<file path="config.mk">
export PLATFORM = sky130hd
export DESIGN_NAME = ring_fifo_with_membership_search
export DESIGN_NICKNAME = d
export VERILOG_FILES = /design/src/rtl/core/rfms_pkg.sv /design/src/rtl/core/rfms_ram.sv /design/src/rtl/core/ring_fifo_with_membership_search.sv
export SDC_FILE = /design/constraint.sdc
export NUM_CORES = 1
export LEC_CHECK = 0
export BUFFER_PORTS_ARGS = -buffer_cell sky130_fd_sc_hd__buf_2
export CELL_PAD_IN_SITES_DETAIL_PLACEMENT = 2
export CELL_PAD_IN_SITES_GLOBAL_PLACEMENT = 2
export CORE_MARGIN = 10
export CORE_UTILIZATION = 40
export DETAILED_ROUTE_END_ITERATION = 10
export PLACE_DENSITY = 0.72
export SLEW_MARGIN = 40
export SYNTH_ARGS = -nofsm -noshare
export SYNTH_HDL_FRONTEND = slang
export SYNTH_SLANG_ARGS = --single-unit
</file>
<file path="constraint.sdc">
create_clock -name clock -period 5.95 [get_ports clock]
set_clock_uncertainty 0.2 [all_clocks]
set_input_delay 0.8925 -clock clock [delete_from_list [all_inputs] [get_ports clock]]
set_output_delay 0.8925 -clock clock [all_outputs]
set_load 0.02 [all_outputs]
</file>
<file path="src/rtl/core/rfms_pkg.sv">
`default_nettype none
package rfms_pkg;

   localparam int DATA_W    = 8;
   localparam int OPCODE_W  = 3;
   localparam int INDEX_W   = 8;
   localparam int COUNT_W   = 6;
   localparam int CAP_REG_W = 7;

   localparam logic [DATA_W-1:0] EMPTY_BYTE = 8'hFF;

   typedef enum logic [OPCODE_W-1:0] {
      OP_ENQUEUE     = 3'd0,
      OP_DEQUEUE     = 3'd1,
      OP_PEEK_OLDEST = 3'd2,
      OP_PEEK_NEWEST = 3'd3,
      OP_CONTAINS    = 3'd4,
      OP_INDEX_VALID = 3'd5,
      OP_CLEAR       = 3'd6,
      OP_NOP         = 3'd7
   } op_type;

   typedef enum logic [3:0] {
      ST_IDLE = 4'b0001,
      ST_EXEC = 4'b0010,
      ST_READ = 4'b0100,
      ST_SCAN = 4'b1000
   } state_type;

endpackage
`default_nettype wire

</file>
<file path="src/rtl/core/rfms_ram.sv">
`default_nettype none
module rfms_ram #(
   parameter int WIDTH = 8,
   parameter int DEPTH = 64
) (
   input  wire logic                     clock,
   input  wire logic                     wr_en,
   input  wire logic [$clog2(DEPTH)-1:0] wr_addr,
   input  wire logic [WIDTH-1:0]         wr_data,
   input  wire logic                     rd_en,
   input  wire logic [$clog2(DEPTH)-1:0] rd_addr,
   output logic      [WIDTH-1:0]         rd_data
);

   logic [WIDTH-1:0] mem_ff [DEPTH];
   logic [WIDTH-1:0] rd_data_ff;

   always_ff @(posedge clock) begin
      if (wr_en) begin
         mem_ff[wr_addr] <= wr_data;
      end
      if (rd_en) begin
         rd_data_ff <= mem_ff[rd_addr];
      end
   end

   assign rd_data = rd_data_ff;

endmodule
`default_nettype wire

</file>
<file path="src/rtl/core/ring_fifo_with_membership_search.sv">
`default_nettype none
// Channel  | Ports                                          | Handshake
// ---------+------------------------------------------------+---------------------------
// request  | req_opcode, req_data_in, req_index             | beat on start && !busy
// response | rsp_data_out, rsp_ok, rsp_is_empty, rsp_is_full,| one-cycle beat on rsp_valid
//          | rsp_count                                      |
// csr      | csr_capacity                                   | beat on csr_valid && csr_ready
//
// Enqueue, index valid, clear and the unused opcode answer from ST_EXEC; dequeue and
// both peeks on a non-empty queue answer from ST_READ, paced by the registered read of
// the slot RAM. Contains walks the occupied slots through the single RAM read port, one
// slot per cycle, and answers once a byte matches or the scan reaches tail.
// The synchronous reset empties the queue and restores a capacity of 64, clamped to
// MAX_SLOTS. The receiver cannot stall: each response is shown for exactly one cycle.
module ring_fifo_with_membership_search #(
   parameter int MAX_SLOTS = 64
) (
   input  wire logic                                clock,
   input  wire logic                                reset,
   // Request channel.
   input  wire logic                                start,
   output logic                                     busy,
   input  wire logic [rfms_pkg::OPCODE_W-1:0]       req_opcode,
   input  wire logic [rfms_pkg::DATA_W-1:0]         req_data_in,
   input  wire logic [rfms_pkg::INDEX_W-1:0]        req_index,
   // Response channel.
   output logic                                     rsp_valid,
   output logic      [rfms_pkg::DATA_W-1:0]         rsp_data_out,
   output logic                                     rsp_ok,
   output logic                                     rsp_is_empty,
   output logic                                     rsp_is_full,
   output logic      [rfms_pkg::COUNT_W-1:0]        rsp_count,
   // Capacity register write channel.
   input  wire logic                                csr_valid,
   output logic                                     csr_ready,
   input  wire logic [rfms_pkg::CAP_REG_W-1:0]      csr_capacity
);

   import rfms_pkg::*;

   // Slot pointers index the RAM; the ring size itself can reach MAX_SLOTS.
   localparam int IDX_W   = (MAX_SLOTS > 1) ? $clog2(MAX_SLOTS) : 1;
   localparam int CAP_W   = $clog2(MAX_SLOTS + 1);
   // Common width for comparing the 8-bit request index with pointers and the ring size.
   localparam int CMP_W   = INDEX_W + 1;
   localparam int CAP_RST = (MAX_SLOTS < 64) ? MAX_SLOTS : 64;

   state_type            state_ff,   state_in;
   logic [IDX_W-1:0]     head_ff,    head_in;
   logic [IDX_W-1:0]     tail_ff,    tail_in;
   logic [CAP_W-1:0]     cap_ff,     cap_in;
   logic [IDX_W-1:0]     scan_ff,    scan_in;
   logic                 cmp_vld_ff, cmp_vld_in;
   op_type               op_ff,      op_in;
   logic [DATA_W-1:0]    key_ff,     key_in;
   logic [INDEX_W-1:0]   idx_ff,     idx_in;
   logic                 rsp_vld_ff, rsp_vld_in;
   logic [DATA_W-1:0]    dout_ff,    dout_in;
   logic                 ok_ff,      ok_in;

   logic                 wr_en;
   logic                 rd_en;
   logic [IDX_W-1:0]     rd_addr;
   logic [DATA_W-1:0]    rd_data;

   logic                 req_accept;
   logic                 csr_accept;
   logic                 q_empty;
   logic                 q_full;
   logic [IDX_W-1:0]     tail_next;
   logic [IDX_W-1:0]     head_next;
   logic [IDX_W-1:0]     newest;
   logic [CMP_W-1:0]     idx_x, head_x, tail_x, cap_x;
   logic                 idx_in_range;

   // Advance a pointer by one slot, wrapping at the ring size in use.
   function automatic logic [IDX_W-1:0] next_slot(input logic [IDX_W-1:0] i,
                                                  input logic [CAP_W-1:0] cap);
      logic [CMP_W-1:0] inc;
      inc = CMP_W'(i) + CMP_W'(1);
      if (inc == CMP_W'(cap)) begin
         return '0;
      end
      return IDX_W'(inc);
   endfunction

   // Clamp a written capacity into the legal range 2 .. MAX_SLOTS.
   function automatic logic [CAP_W-1:0] clamp_cap(input logic [CAP_REG_W-1:0] v);
      if (int'(v) < 2) begin
         return CAP_W'(2);
      end
      if (int'(v) > MAX_SLOTS) begin
         return CAP_W'(MAX_SLOTS);
      end
      return CAP_W'(v);
   endfunction

   assign busy       = (state_ff != ST_IDLE);
   assign req_accept = start && !busy;
   // A request beat wins over a capacity write offered in the same cycle.
   assign csr_ready  = (state_ff == ST_IDLE) && !start;
   assign csr_accept = csr_valid && csr_ready;

   // The pointers always stay below the ring size, since any capacity write
   // returns both of them to slot zero.
   assign tail_next = next_slot(tail_ff, cap_ff);
   assign head_next = next_slot(head_ff, cap_ff);
   assign newest    = (tail_ff == '0) ? IDX_W'(cap_ff - CAP_W'(1)) : tail_ff - IDX_W'(1);
   assign q_empty   = (head_ff == tail_ff);
   assign q_full    = (tail_next == head_ff);

   // Index check: contiguous range is head <= index < tail; a wrapped range covers
   // head up to the ring end plus everything below tail.
   assign idx_x  = CMP_W'(idx_ff);
   assign head_x = CMP_W'(head_ff);
   assign tail_x = CMP_W'(tail_ff);
   assign cap_x  = CMP_W'(cap_ff);
   always_comb begin
      if (head_x < tail_x) begin
         idx_in_range = (idx_x >= head_x) && (idx_x < tail_x);
      end else begin
         idx_in_range = ((idx_x >= head_x) && (idx_x < cap_x)) || (idx_x < tail_x);
      end
   end

   always_comb begin
      state_in   = state_ff;
      head_in    = head_ff;
      tail_in    = tail_ff;
      cap_in     = cap_ff;
      scan_in    = scan_ff;
      cmp_vld_in = cmp_vld_ff;
      op_in      = op_ff;
      key_in     = key_ff;
      idx_in     = idx_ff;
      rsp_vld_in = 1'b0;
      dout_in    = dout_ff;
      ok_in      = ok_ff;
      wr_en      = 1'b0;
      rd_en      = 1'b0;
      rd_addr    = head_ff;

      unique case (state_ff)
         ST_IDLE: begin
            if (csr_accept) begin
               // A new ring size starts from an empty queue; stored bytes stay.
               cap_in  = clamp_cap(csr_capacity);
               head_in = '0;
               tail_in = '0;
            end
            if (req_accept) begin
               op_in      = op_type'(req_opcode);
               key_in     = req_data_in;
               idx_in     = req_index;
               scan_in    = head_ff;
               cmp_vld_in = 1'b0;
               state_in   = (op_type'(req_opcode) == OP_CONTAINS) ? ST_SCAN : ST_EXEC;
            end
         end

         ST_EXEC: begin
            // Most opcodes finish here; a non-empty dequeue or peek launches one RAM read.
            dout_in    = '0;
            ok_in      = 1'b0;
            rsp_vld_in = 1'b1;
            state_in   = ST_IDLE;
            unique case (op_ff) inside
               OP_ENQUEUE: begin
                  if (!q_full) begin
                     wr_en   = 1'b1;
                     tail_in = tail_next;
                     ok_in   = 1'b1;
                  end
               end
               OP_DEQUEUE, OP_PEEK_OLDEST, OP_PEEK_NEWEST: begin
                  if (q_empty) begin
                     dout_in = EMPTY_BYTE;
                  end else begin
                     rd_en      = 1'b1;
                     rd_addr    = (op_ff == OP_PEEK_NEWEST) ? newest : head_ff;
                     rsp_vld_in = 1'b0;
                     state_in   = ST_READ;
                  end
               end
               OP_INDEX_VALID: begin
                  ok_in = !q_empty && idx_in_range;
               end
               OP_CLEAR: begin
                  head_in = '0;
                  tail_in = '0;
                  ok_in   = 1'b1;
               end
               default: begin
                  // The unused opcode only reports the current flags and count.
               end
            endcase
         end

         ST_READ: begin
            dout_in    = rd_data;
            ok_in      = 1'b1;
            rsp_vld_in = 1'b1;
            state_in   = ST_IDLE;
            if (op_ff == OP_DEQUEUE) begin
               head_in = head_next;
            end
         end

         ST_SCAN: begin
            // Each cycle compares the byte fetched last cycle and fetches the next slot,
            // so the final compare lands in the same cycle that sees the scan reach tail.
            dout_in = '0;
            if (cmp_vld_ff && (rd_data == key_ff)) begin
               ok_in      = 1'b1;
               rsp_vld_in = 1'b1;
               state_in   = ST_IDLE;
            end else if (scan_ff == tail_ff) begin
               ok_in      = 1'b0;
               rsp_vld_in = 1'b1;
               state_in   = ST_IDLE;
            end else begin
               rd_en      = 1'b1;
               rd_addr    = scan_ff;
               scan_in    = next_slot(scan_ff, cap_ff);
               cmp_vld_in = 1'b1;
            end
         end

         default: begin
            state_in = ST_IDLE;
         end
      endcase
   end

   always_ff @(posedge clock) begin
      if (reset) begin
         state_ff   <= ST_IDLE;
         head_ff    <= '0;
         tail_ff    <= '0;
         cap_ff     <= CAP_W'(CAP_RST);
         rsp_vld_ff <= 1'b0;
         cmp_vld_ff <= 1'b0;
      end else begin
         state_ff   <= state_in;
         head_ff    <= head_in;
         tail_ff    <= tail_in;
         cap_ff     <= cap_in;
         rsp_vld_ff <= rsp_vld_in;
         cmp_vld_ff <= cmp_vld_in;
      end
   end

   always_ff @(posedge clock) begin
      scan_ff <= scan_in;
      op_ff   <= op_in;
      key_ff  <= key_in;
      idx_ff  <= idx_in;
      dout_ff <= dout_in;
      ok_ff   <= ok_in;
   end

   rfms_ram #(
      .WIDTH (DATA_W),
      .DEPTH (MAX_SLOTS)
   ) u_slots (
      .clock   (clock),
      .wr_en   (wr_en),
      .wr_addr (tail_ff),
      .wr_data (key_ff),
      .rd_en   (rd_en),
      .rd_addr (rd_addr),
      .rd_data (rd_data)
   );

   // The pointers settle at the same edge that raises the response strobe, so the
   // flags and the count can be derived from them directly during the response beat.
   always_comb begin
      if (tail_x >= head_x) begin
         rsp_count = COUNT_W'(tail_x - head_x);
      end else begin
         rsp_count = COUNT_W'(tail_x + cap_x - head_x);
      end
   end

   assign rsp_valid    = rsp_vld_ff;
   assign rsp_data_out = dout_ff;
   assign rsp_ok       = ok_ff;
   assign rsp_is_empty = q_empty;
   assign rsp_is_full  = q_full;

endmodule
`default_nettype wire
</file>
## After elaboration in Yosys (flattened, before gate mapping)

Memories as Yosys holds them, arrays and structs flattened. A register that Yosys moved wholly into a read port is not among the register bits.
Cells that the tools add are included.

| storage, ports and cells | value |
|---|---|
| register bits | 59 |
| bits in latches | 0 |
| RAM bits | 512 |
| bits in read-only memories | 0 |
| word-level logic and storage cells | 156 |
| memories kept | 1 |

| cells by class | value |
|---|---|
| add/sub/neg operators | 8 |
| multiply operators | 0 |
| div/mod/pow operators | 0 |
| magnitude comparators | 7 |
| equality and inequality tests | 27 |
| shifts and indexed selects | 0 |
| mux-type cells | 76 |
| bitwise operators | 0 |
| reduce and logical (&&, ||, !) cells | 25 |

Memory list:

| name | depth | width | read ports | clocked after Yosys merged registers in | wr ports | line | RTL |
|---|---|---|---|---|---|---|---|
| u_slots.mem_ff | 64 | 8 | 1 | 1 | 1 | rfms_ram.sv:15 | `logic [WIDTH-1:0] mem_ff [DEPTH];` |

Operator list:

| operator | count |
|---|---|
| 6-bit 2-to-1 mux | 20 |
| 6-bit case mux with 2 select lines | 4 |
| 1-bit 2-to-1 mux | 32 |
| 7-bit 2-to-1 mux | 4 |
| 8-bit case mux with 3 select lines | 1 |
| 6-bit by 1-bit adder with 7-bit output (second input constant) | 3 |
| 7-bit == test | 3 |
| 6-bit == test | 3 |
| 6-bit case mux with 3 select lines | 1 |
| 4-bit 2-to-1 mux | 4 |
| 8-bit 2-to-1 mux | 2 |
| 2-bit != test (second input constant) | 6 |
| 4-bit case mux with 3 select lines | 1 |
| 4-bit AND reduction | 3 |
| 6-bit by 1-bit subtractor with 6-bit output (second input constant) | 2 |
| 6-bit subtractor | 2 |
| 3-bit == test (second input constant) | 3 |
| 3-bit != test (second input constant) | 3 |
| 1-bit case mux with 3 select lines | 3 |
| 8-bit == test | 1 |
| 8-bit by 6-bit greater-or-equal comparator with 1-bit output | 1 |
| 8-bit by 6-bit less-than comparator with 1-bit output | 1 |
| 8-bit by 7-bit less-than comparator with 1-bit output | 1 |
| 2-bit AND reduction | 4 |
| 22 further kinds | 35 |

## Longest topological paths before layout

| depth | value |
|---|---|
| depth in word-level cells | 10 |
| depth in mapped cells | 18 |

## Cells and area by module

From an unflattened synthesis, not the netlist that was laid out.

| second synthesis, totals | value |
|---|---|
| cell total of the unflattened synthesis | 1,454 |
| area, all modules | 24,823.8 um^2 |

Modules (own cells, without submodules):

| module | times used | cells an instance | area each (um^2) | sequential area each (um^2) |
|---|---|---|---|---|
| rfms_ram | 1 | 940 | 20,246.9 | 15,615.0 |
| ring_fifo_with_membership_search | 1 | 514 | 4,576.9 | 1,521.5 |

## Worst setup path before layout

OpenSTA, ideal clock, no wires.

| timing | value |
|---|---|
| path type | register to register |
| start | register head_ff[2] |
| end | register u_slots.rd_data_ff[2], in the netlist u_slots.rd_data[2], read port of u_slots.mem_ff, data pin |
| library setup time | 259 ps |
| arrival | 3,734 ps |
| slack | 1,757 ps |
| stages on the path, launching flop included | 17 |
| buffers on the path | 4 |
| cells stage by stage | dfxtp_1 -> clkbuf_1 -> inv_1 -> ha_1 -> nand4_1 -> nor2_1 -> nor2_1 -> a21oi_2 -> a221o_1 -> buf_2 -> buf_4 -> buf_4 -> mux2i_1 -> mux2i_1 -> a22oi_1 -> nand3_1 -> a211o_1 |

| on the way | value |
|---|---|
| cells in the longest elaborated chain, start to end | 4 |
| elaborated cells between the ends (all ways) | 10 |
| those cells by class | eq/ne (1); mux (9) |

RTL lines:

| what | line | RTL |
|---|---|---|
| start, declared | ring_fifo_with_membership_search.sv:49 | `logic [IDX_W-1:0] head_ff, head_in;` |
| start signal, assigned | ring_fifo_with_membership_search.sv:245 | `head_ff <= head_in;` |
| 6-bit == test (*) | ring_fifo_with_membership_search.sv:109 | `assign q_empty = (head_ff == tail_ff);` |
| net rsp_is_empty | ring_fifo_with_membership_search.sv:30 | `output logic rsp_is_empty,` |
| 6-bit 2-to-1 mux / 1-bit 2-to-1 mux (equally long branches) | ring_fifo_with_membership_search.sv:176 | `if (q_empty) begin` |
| 6-bit 2-to-1 mux / 1-bit 2-to-1 mux (equally long branches) | ring_fifo_with_membership_search.sv:167 | `unique case (op_ff) inside` |
| 6-bit case mux with 2 select lines / 1-bit case mux with 2 select lines (equally long branches) | ring_fifo_with_membership_search.sv:143 | `unique case (state_ff)` |
| end, declared | rfms_ram.sv:16 | `logic [WIDTH-1:0] rd_data_ff;` |

Mark *: on every way through the listed nets, which the timed path passes. The rest lies on a longest branch.
A chain may end at the register's enable or synchronous reset.

## Final worst setup path

| timing | value |
|---|---|
| start | register head_ff[2] |
| end | register u_slots.rd_data_ff[6], in the netlist u_slots.rd_data[6], read port of u_slots.mem_ff, data pin |

| on the way | value |
|---|---|
| cells in the longest elaborated chain, start to end | 4 |
| elaborated cells between the ends (all ways) | 10 |
| those cells by class | eq/ne (1); mux (9) |

RTL lines:

| what | line |
|---|---|
| 6-bit == test / 6-bit 2-to-1 mux (equally long branches) | ring_fifo_with_membership_search.sv:109, ring_fifo_with_membership_search.sv:180 |
| 6-bit 2-to-1 mux / 1-bit 2-to-1 mux (equally long branches) | ring_fifo_with_membership_search.sv:176 |
| 6-bit 2-to-1 mux / 1-bit 2-to-1 mux (equally long branches) | ring_fifo_with_membership_search.sv:167 |
| 6-bit case mux with 2 select lines / 1-bit case mux with 2 select lines (equally long branches) | ring_fifo_with_membership_search.sv:143 |

Parallel ways exist; a longest one is shown, timed or not.

==> key figures <==
Outcome
  • Status: complete, no violations

Clock tree
  • CTS root buffer: clkbuf_16
  • CTS clock-pin slew for the worst setup and hold paths: 0.07 ns
  • Post_cts resized: 0
  • Hold Buf Count CTS: 0
  • H-tree levels: 2
  • Later-pin clock latency in the skew report: 0.65 ns
  • Setup bufs post-CTS: 0
  • Total CTS buffers: 60
  • CTS tree: yes
  • CTS Buffer Depth: 3
  • Clk sink count: 579

Drt
  • Met3 WL: 4872 um
  • Met2 Wirelength: 42850 um
  • Top sig layer: met4
  • Post-Route WL: 87320 um
  • Via count: 17220
  • Vias per cell: 5.824
  • DRC: 0
  • Iter 0 DRT Violations: 1326
  • Routed WL per cell: 29.54 um
  • DRT Pass-1 Iters: 5
  • Post-route ant nets: 0
  • Wl on met1: 37230 um

Die
  • Die Width: 271.3 um
  • Core area: 0.06285 mm2
  • Row cnt: 92
  • Die area: 0.07360 mm2
  • Top-Level Pins: 50
  • Starting Density: 40.19%
  • Chip height: 271.3 um

Logic synthesis
  • Area contributors post-synth: edfxtp_1, nand2_1, nand3_1, mux2i_1, dfxtp_1
  • Most common cell in the synthesized netlist: edfxtp_1
  • Post-synth top cells: edfxtp_1, nand2_1, nand3_1
  • Yosys reg bits: 579
  • Synth top area share: 65.86%
  • Dominant cell type by area after synthesis: edfxtp_1
  • Synth Flop Type: edfxtp_1
  • Post-synth EDFFs: 554
  • Sequential-to-total area share from yosys stat: 67.84%
  • Cells after Synth: 1999
  • Mapped cell area: 0.02526 mm2
  • Synth warnings: 0
  • Mapped Nets: 2069
  • Asr flop ratio synth: 0%
  • Cell variety after synth: 72
  • Syn Area/Cell: 12.64 um2

STA
  • Tcrit/Tclk final: 95.17%
  • Slew @ Worst Pin: 0.8481 ns
  • Fin. max-slew vios: 0
  • Max Clk Rate: 176.6 MHz
  • Final Setup Violations: 0
  • Max transition margin: 43.25%
  • Final min period: 5.663 ns
  • Unrepaired setup endpoints after global routing: no
  • Final hold viol count: 0
  • Final setup TNS: 0 ns
  • Min Hold Slack: 0.2174 ns

Cells and area
  • Synth-to-Final Area Change: 13.61%
  • Antenna cells: 0
  • Layout cells sized above 1: 12.18%
  • Total Nets Final: 2128
  • Fill cells: 6231

Global routing
  • Initial antenna violation count: 0
  • All-Layer GR Usage: 23.50%
  • GRT overflow: 0
  • Largest net degree at the start of global routing: 82
  • Number of global-route vias before repair: 19140
  • First-pass GRT wire length: 130600 um

Min path
  • Worst Hold Depth: 1
  • Hold EP: idx_ff[2]$_DFFE_PP_
  • Worst Hold Class: in -> reg
  • Worst hold start: req_index[2]

Placed design
  • Number of I/O port buffers: 49
  • Final HPWL DP: 56390 um
  • GP Congestion: 0.8534

Power and ir drop
  • Peak VDD IR: 0.2165 mV
  • PwrDens: 302.4 mW/mm2
  • Leakage: 9.973 nW

Run
  • Maximum Capacitance Violations: 0

Setup path
  • Register-to-Register Path Depth: 13
  • CP Max Fanout: 53
  • FF-to-FF setup slack: 0.29 ns
  • Crit. End Element: flop
  • Worst Path Required: 6.13 ns
  • Crit path launch type: flop
  • Crit path arrival time: 5.84 ns
  • Reg-to-Reg End: u_slots.rd_data[6]$_DFFE_PP_
  • Crit path kind: reg -> reg
  • Reg2reg start: head_ff[2]$_SDFFE_PP0P_
[logic make-up (layout without fill, tap and decap cells)]
kind of cell	Yosys count	in the layout	share of synthesized area, %
AND/OR/NAND/NOR	871	871	15.82
flip-flops	579	579	67.84
AO/OA/AOI/OAI	219	219	5.889
buffers and inverters	142	253	2.511
multiplexers	93	93	3.685
XOR/XNOR	55	55	2.100
adder cells (fa/ha/maj)	40	40	2.160
[state kept, by name, indices dropped and copies added, names as in the netlist, 4 cells and up]
register         cells
cap_ff               7
head_ff              6
idx_ff               8
key_ff               8
rsp_data_out         8
scan_ff              6
state_ff             4
tail_ff              6
u_slots.mem_ff     512
u_slots.rd_data      8
[metrics by stage]
step / instance area [um2] / instances / utilization (%) / total power [W] / setup slack, ns
floorplan: 25260 / 1999 / - / 0.004783 / 1.757
global placement: 26550 / 2840 / 42.24 / 0.004911 / 0.3588
detailed placement: 26620 / 2841 / 42.36 / 0.004932 / 0.4770
CTS: 28570 / 2955 / 45.46 / 0.008734 / 0.4435
global route: 28700 / 2956 / 45.66 / 0.008920 / 0.1442
finish: 28700 / 2956 / 45.66 / 0.008679 / 0.2874
[power breakdown]
part	internal (W)	switching [W]	total, W
registers	0.00451	0.0000360	0.00455
logic	0.0000795	0.000220	0.000300
clock network	0.00216	0.00167	0.00383
total	0.00675	0.00192	0.00868
[area by class of cell]
| class | count | area, um2 | share of cell area (%) |
|---|---|---|---|
| clock inverters | 38 | 387.9 | 1.352 |
| inverters | 39 | 146.4 | 0.5101 |
| repair buffers | 100 | 738.2 | 2.572 |
| flip-flops and latches | 579 | 17140 | 59.72 |
| multi-input cells | 1278 | 7669 | 26.72 |
| clock buffers | 76 | 1562 | 5.441 |
| well taps | 846 | 1059 | 3.688 |
[worst max-delay path: stages, from the launching register on]
cell,delay [ns]
dfxtp_1,0.75
inv_1,0.22
ha_1,0.42
nand4_1,0.21
nor2_1,0.37
nor2_1,0.18
and2_1,0.23
a221oi_4,0.60
buf_12,0.38
mux2i_1,0.35
o22ai_1,0.12
o21ai_0,0.52
nand3_1,0.26
or4_1,0.53
[worst max path at each step]
stage	slack [ns]	cells past startpoint	to	startpoint
2_1_floorplan	1.76	16	u_slots.rd_data[2]$_DFFE_PP_	head_ff[2]$_SDFFE_PP0P_
3_3_place_gp	0.36	14	u_slots.rd_data[6]$_DFFE_PP_	tail_ff[1]$_SDFFE_PP0P_
3_5_place_dp	0.48	12	u_slots.mem_ff[28][4]$_DFFE_PP_	tail_ff[1]$_SDFFE_PP0P_
4_1_cts	0.44	13	u_slots.rd_data[4]$_DFFE_PP_	head_ff[2]$_SDFFE_PP0P_
5_1_grt	0.14	12	u_slots.mem_ff[12][5]$_DFFE_PP_	tail_ff[1]$_SDFFE_PP0P_
6_report	0.29	13	u_slots.rd_data[6]$_DFFE_PP_	head_ff[2]$_SDFFE_PP0P_
[cell usage in the layout, fill, tap and decap left out, types with 12 or more instances in the layout]
cell | netlist | layout
a21oi_1 | 58 | 58
nor2_2 | 3 | 29
ha_1 | 34 | 34
inv_1 | 37 | 37
clkbuf_1 | 39 | 16
xor2_1 | 19 | 19
nand2_1 | 426 | 426
o21ai_0 | 30 | 30
buf_2 | 42 | 49
a22oi_1 | 19 | 19
clkinv_1 | 2 | 16
nand4_1 | 31 | 31
dfxtp_1 | 25 | 24
o22ai_1 | 24 | 24
a32oi_1 | 16 | 16
nor4_1 | 12 | 12
nor2_1 | 114 | 86
edfxtp_1 | 554 | 554
nand3_1 | 205 | 199
a31oi_1 | 12 | 12
xnor2_1 | 32 | 32
buf_4 | 7 | 38
clkbuf_16 | 0 | 60
mux2i_1 | 93 | 93
[layer usage]
metal  track usage, %  vias up
met5                0        -
met4            7.032        0
met3            4.106      142
met2            39.76      493
met1            30.48     9081
li1                 -     7501
(Power assumes the default switching activity.)
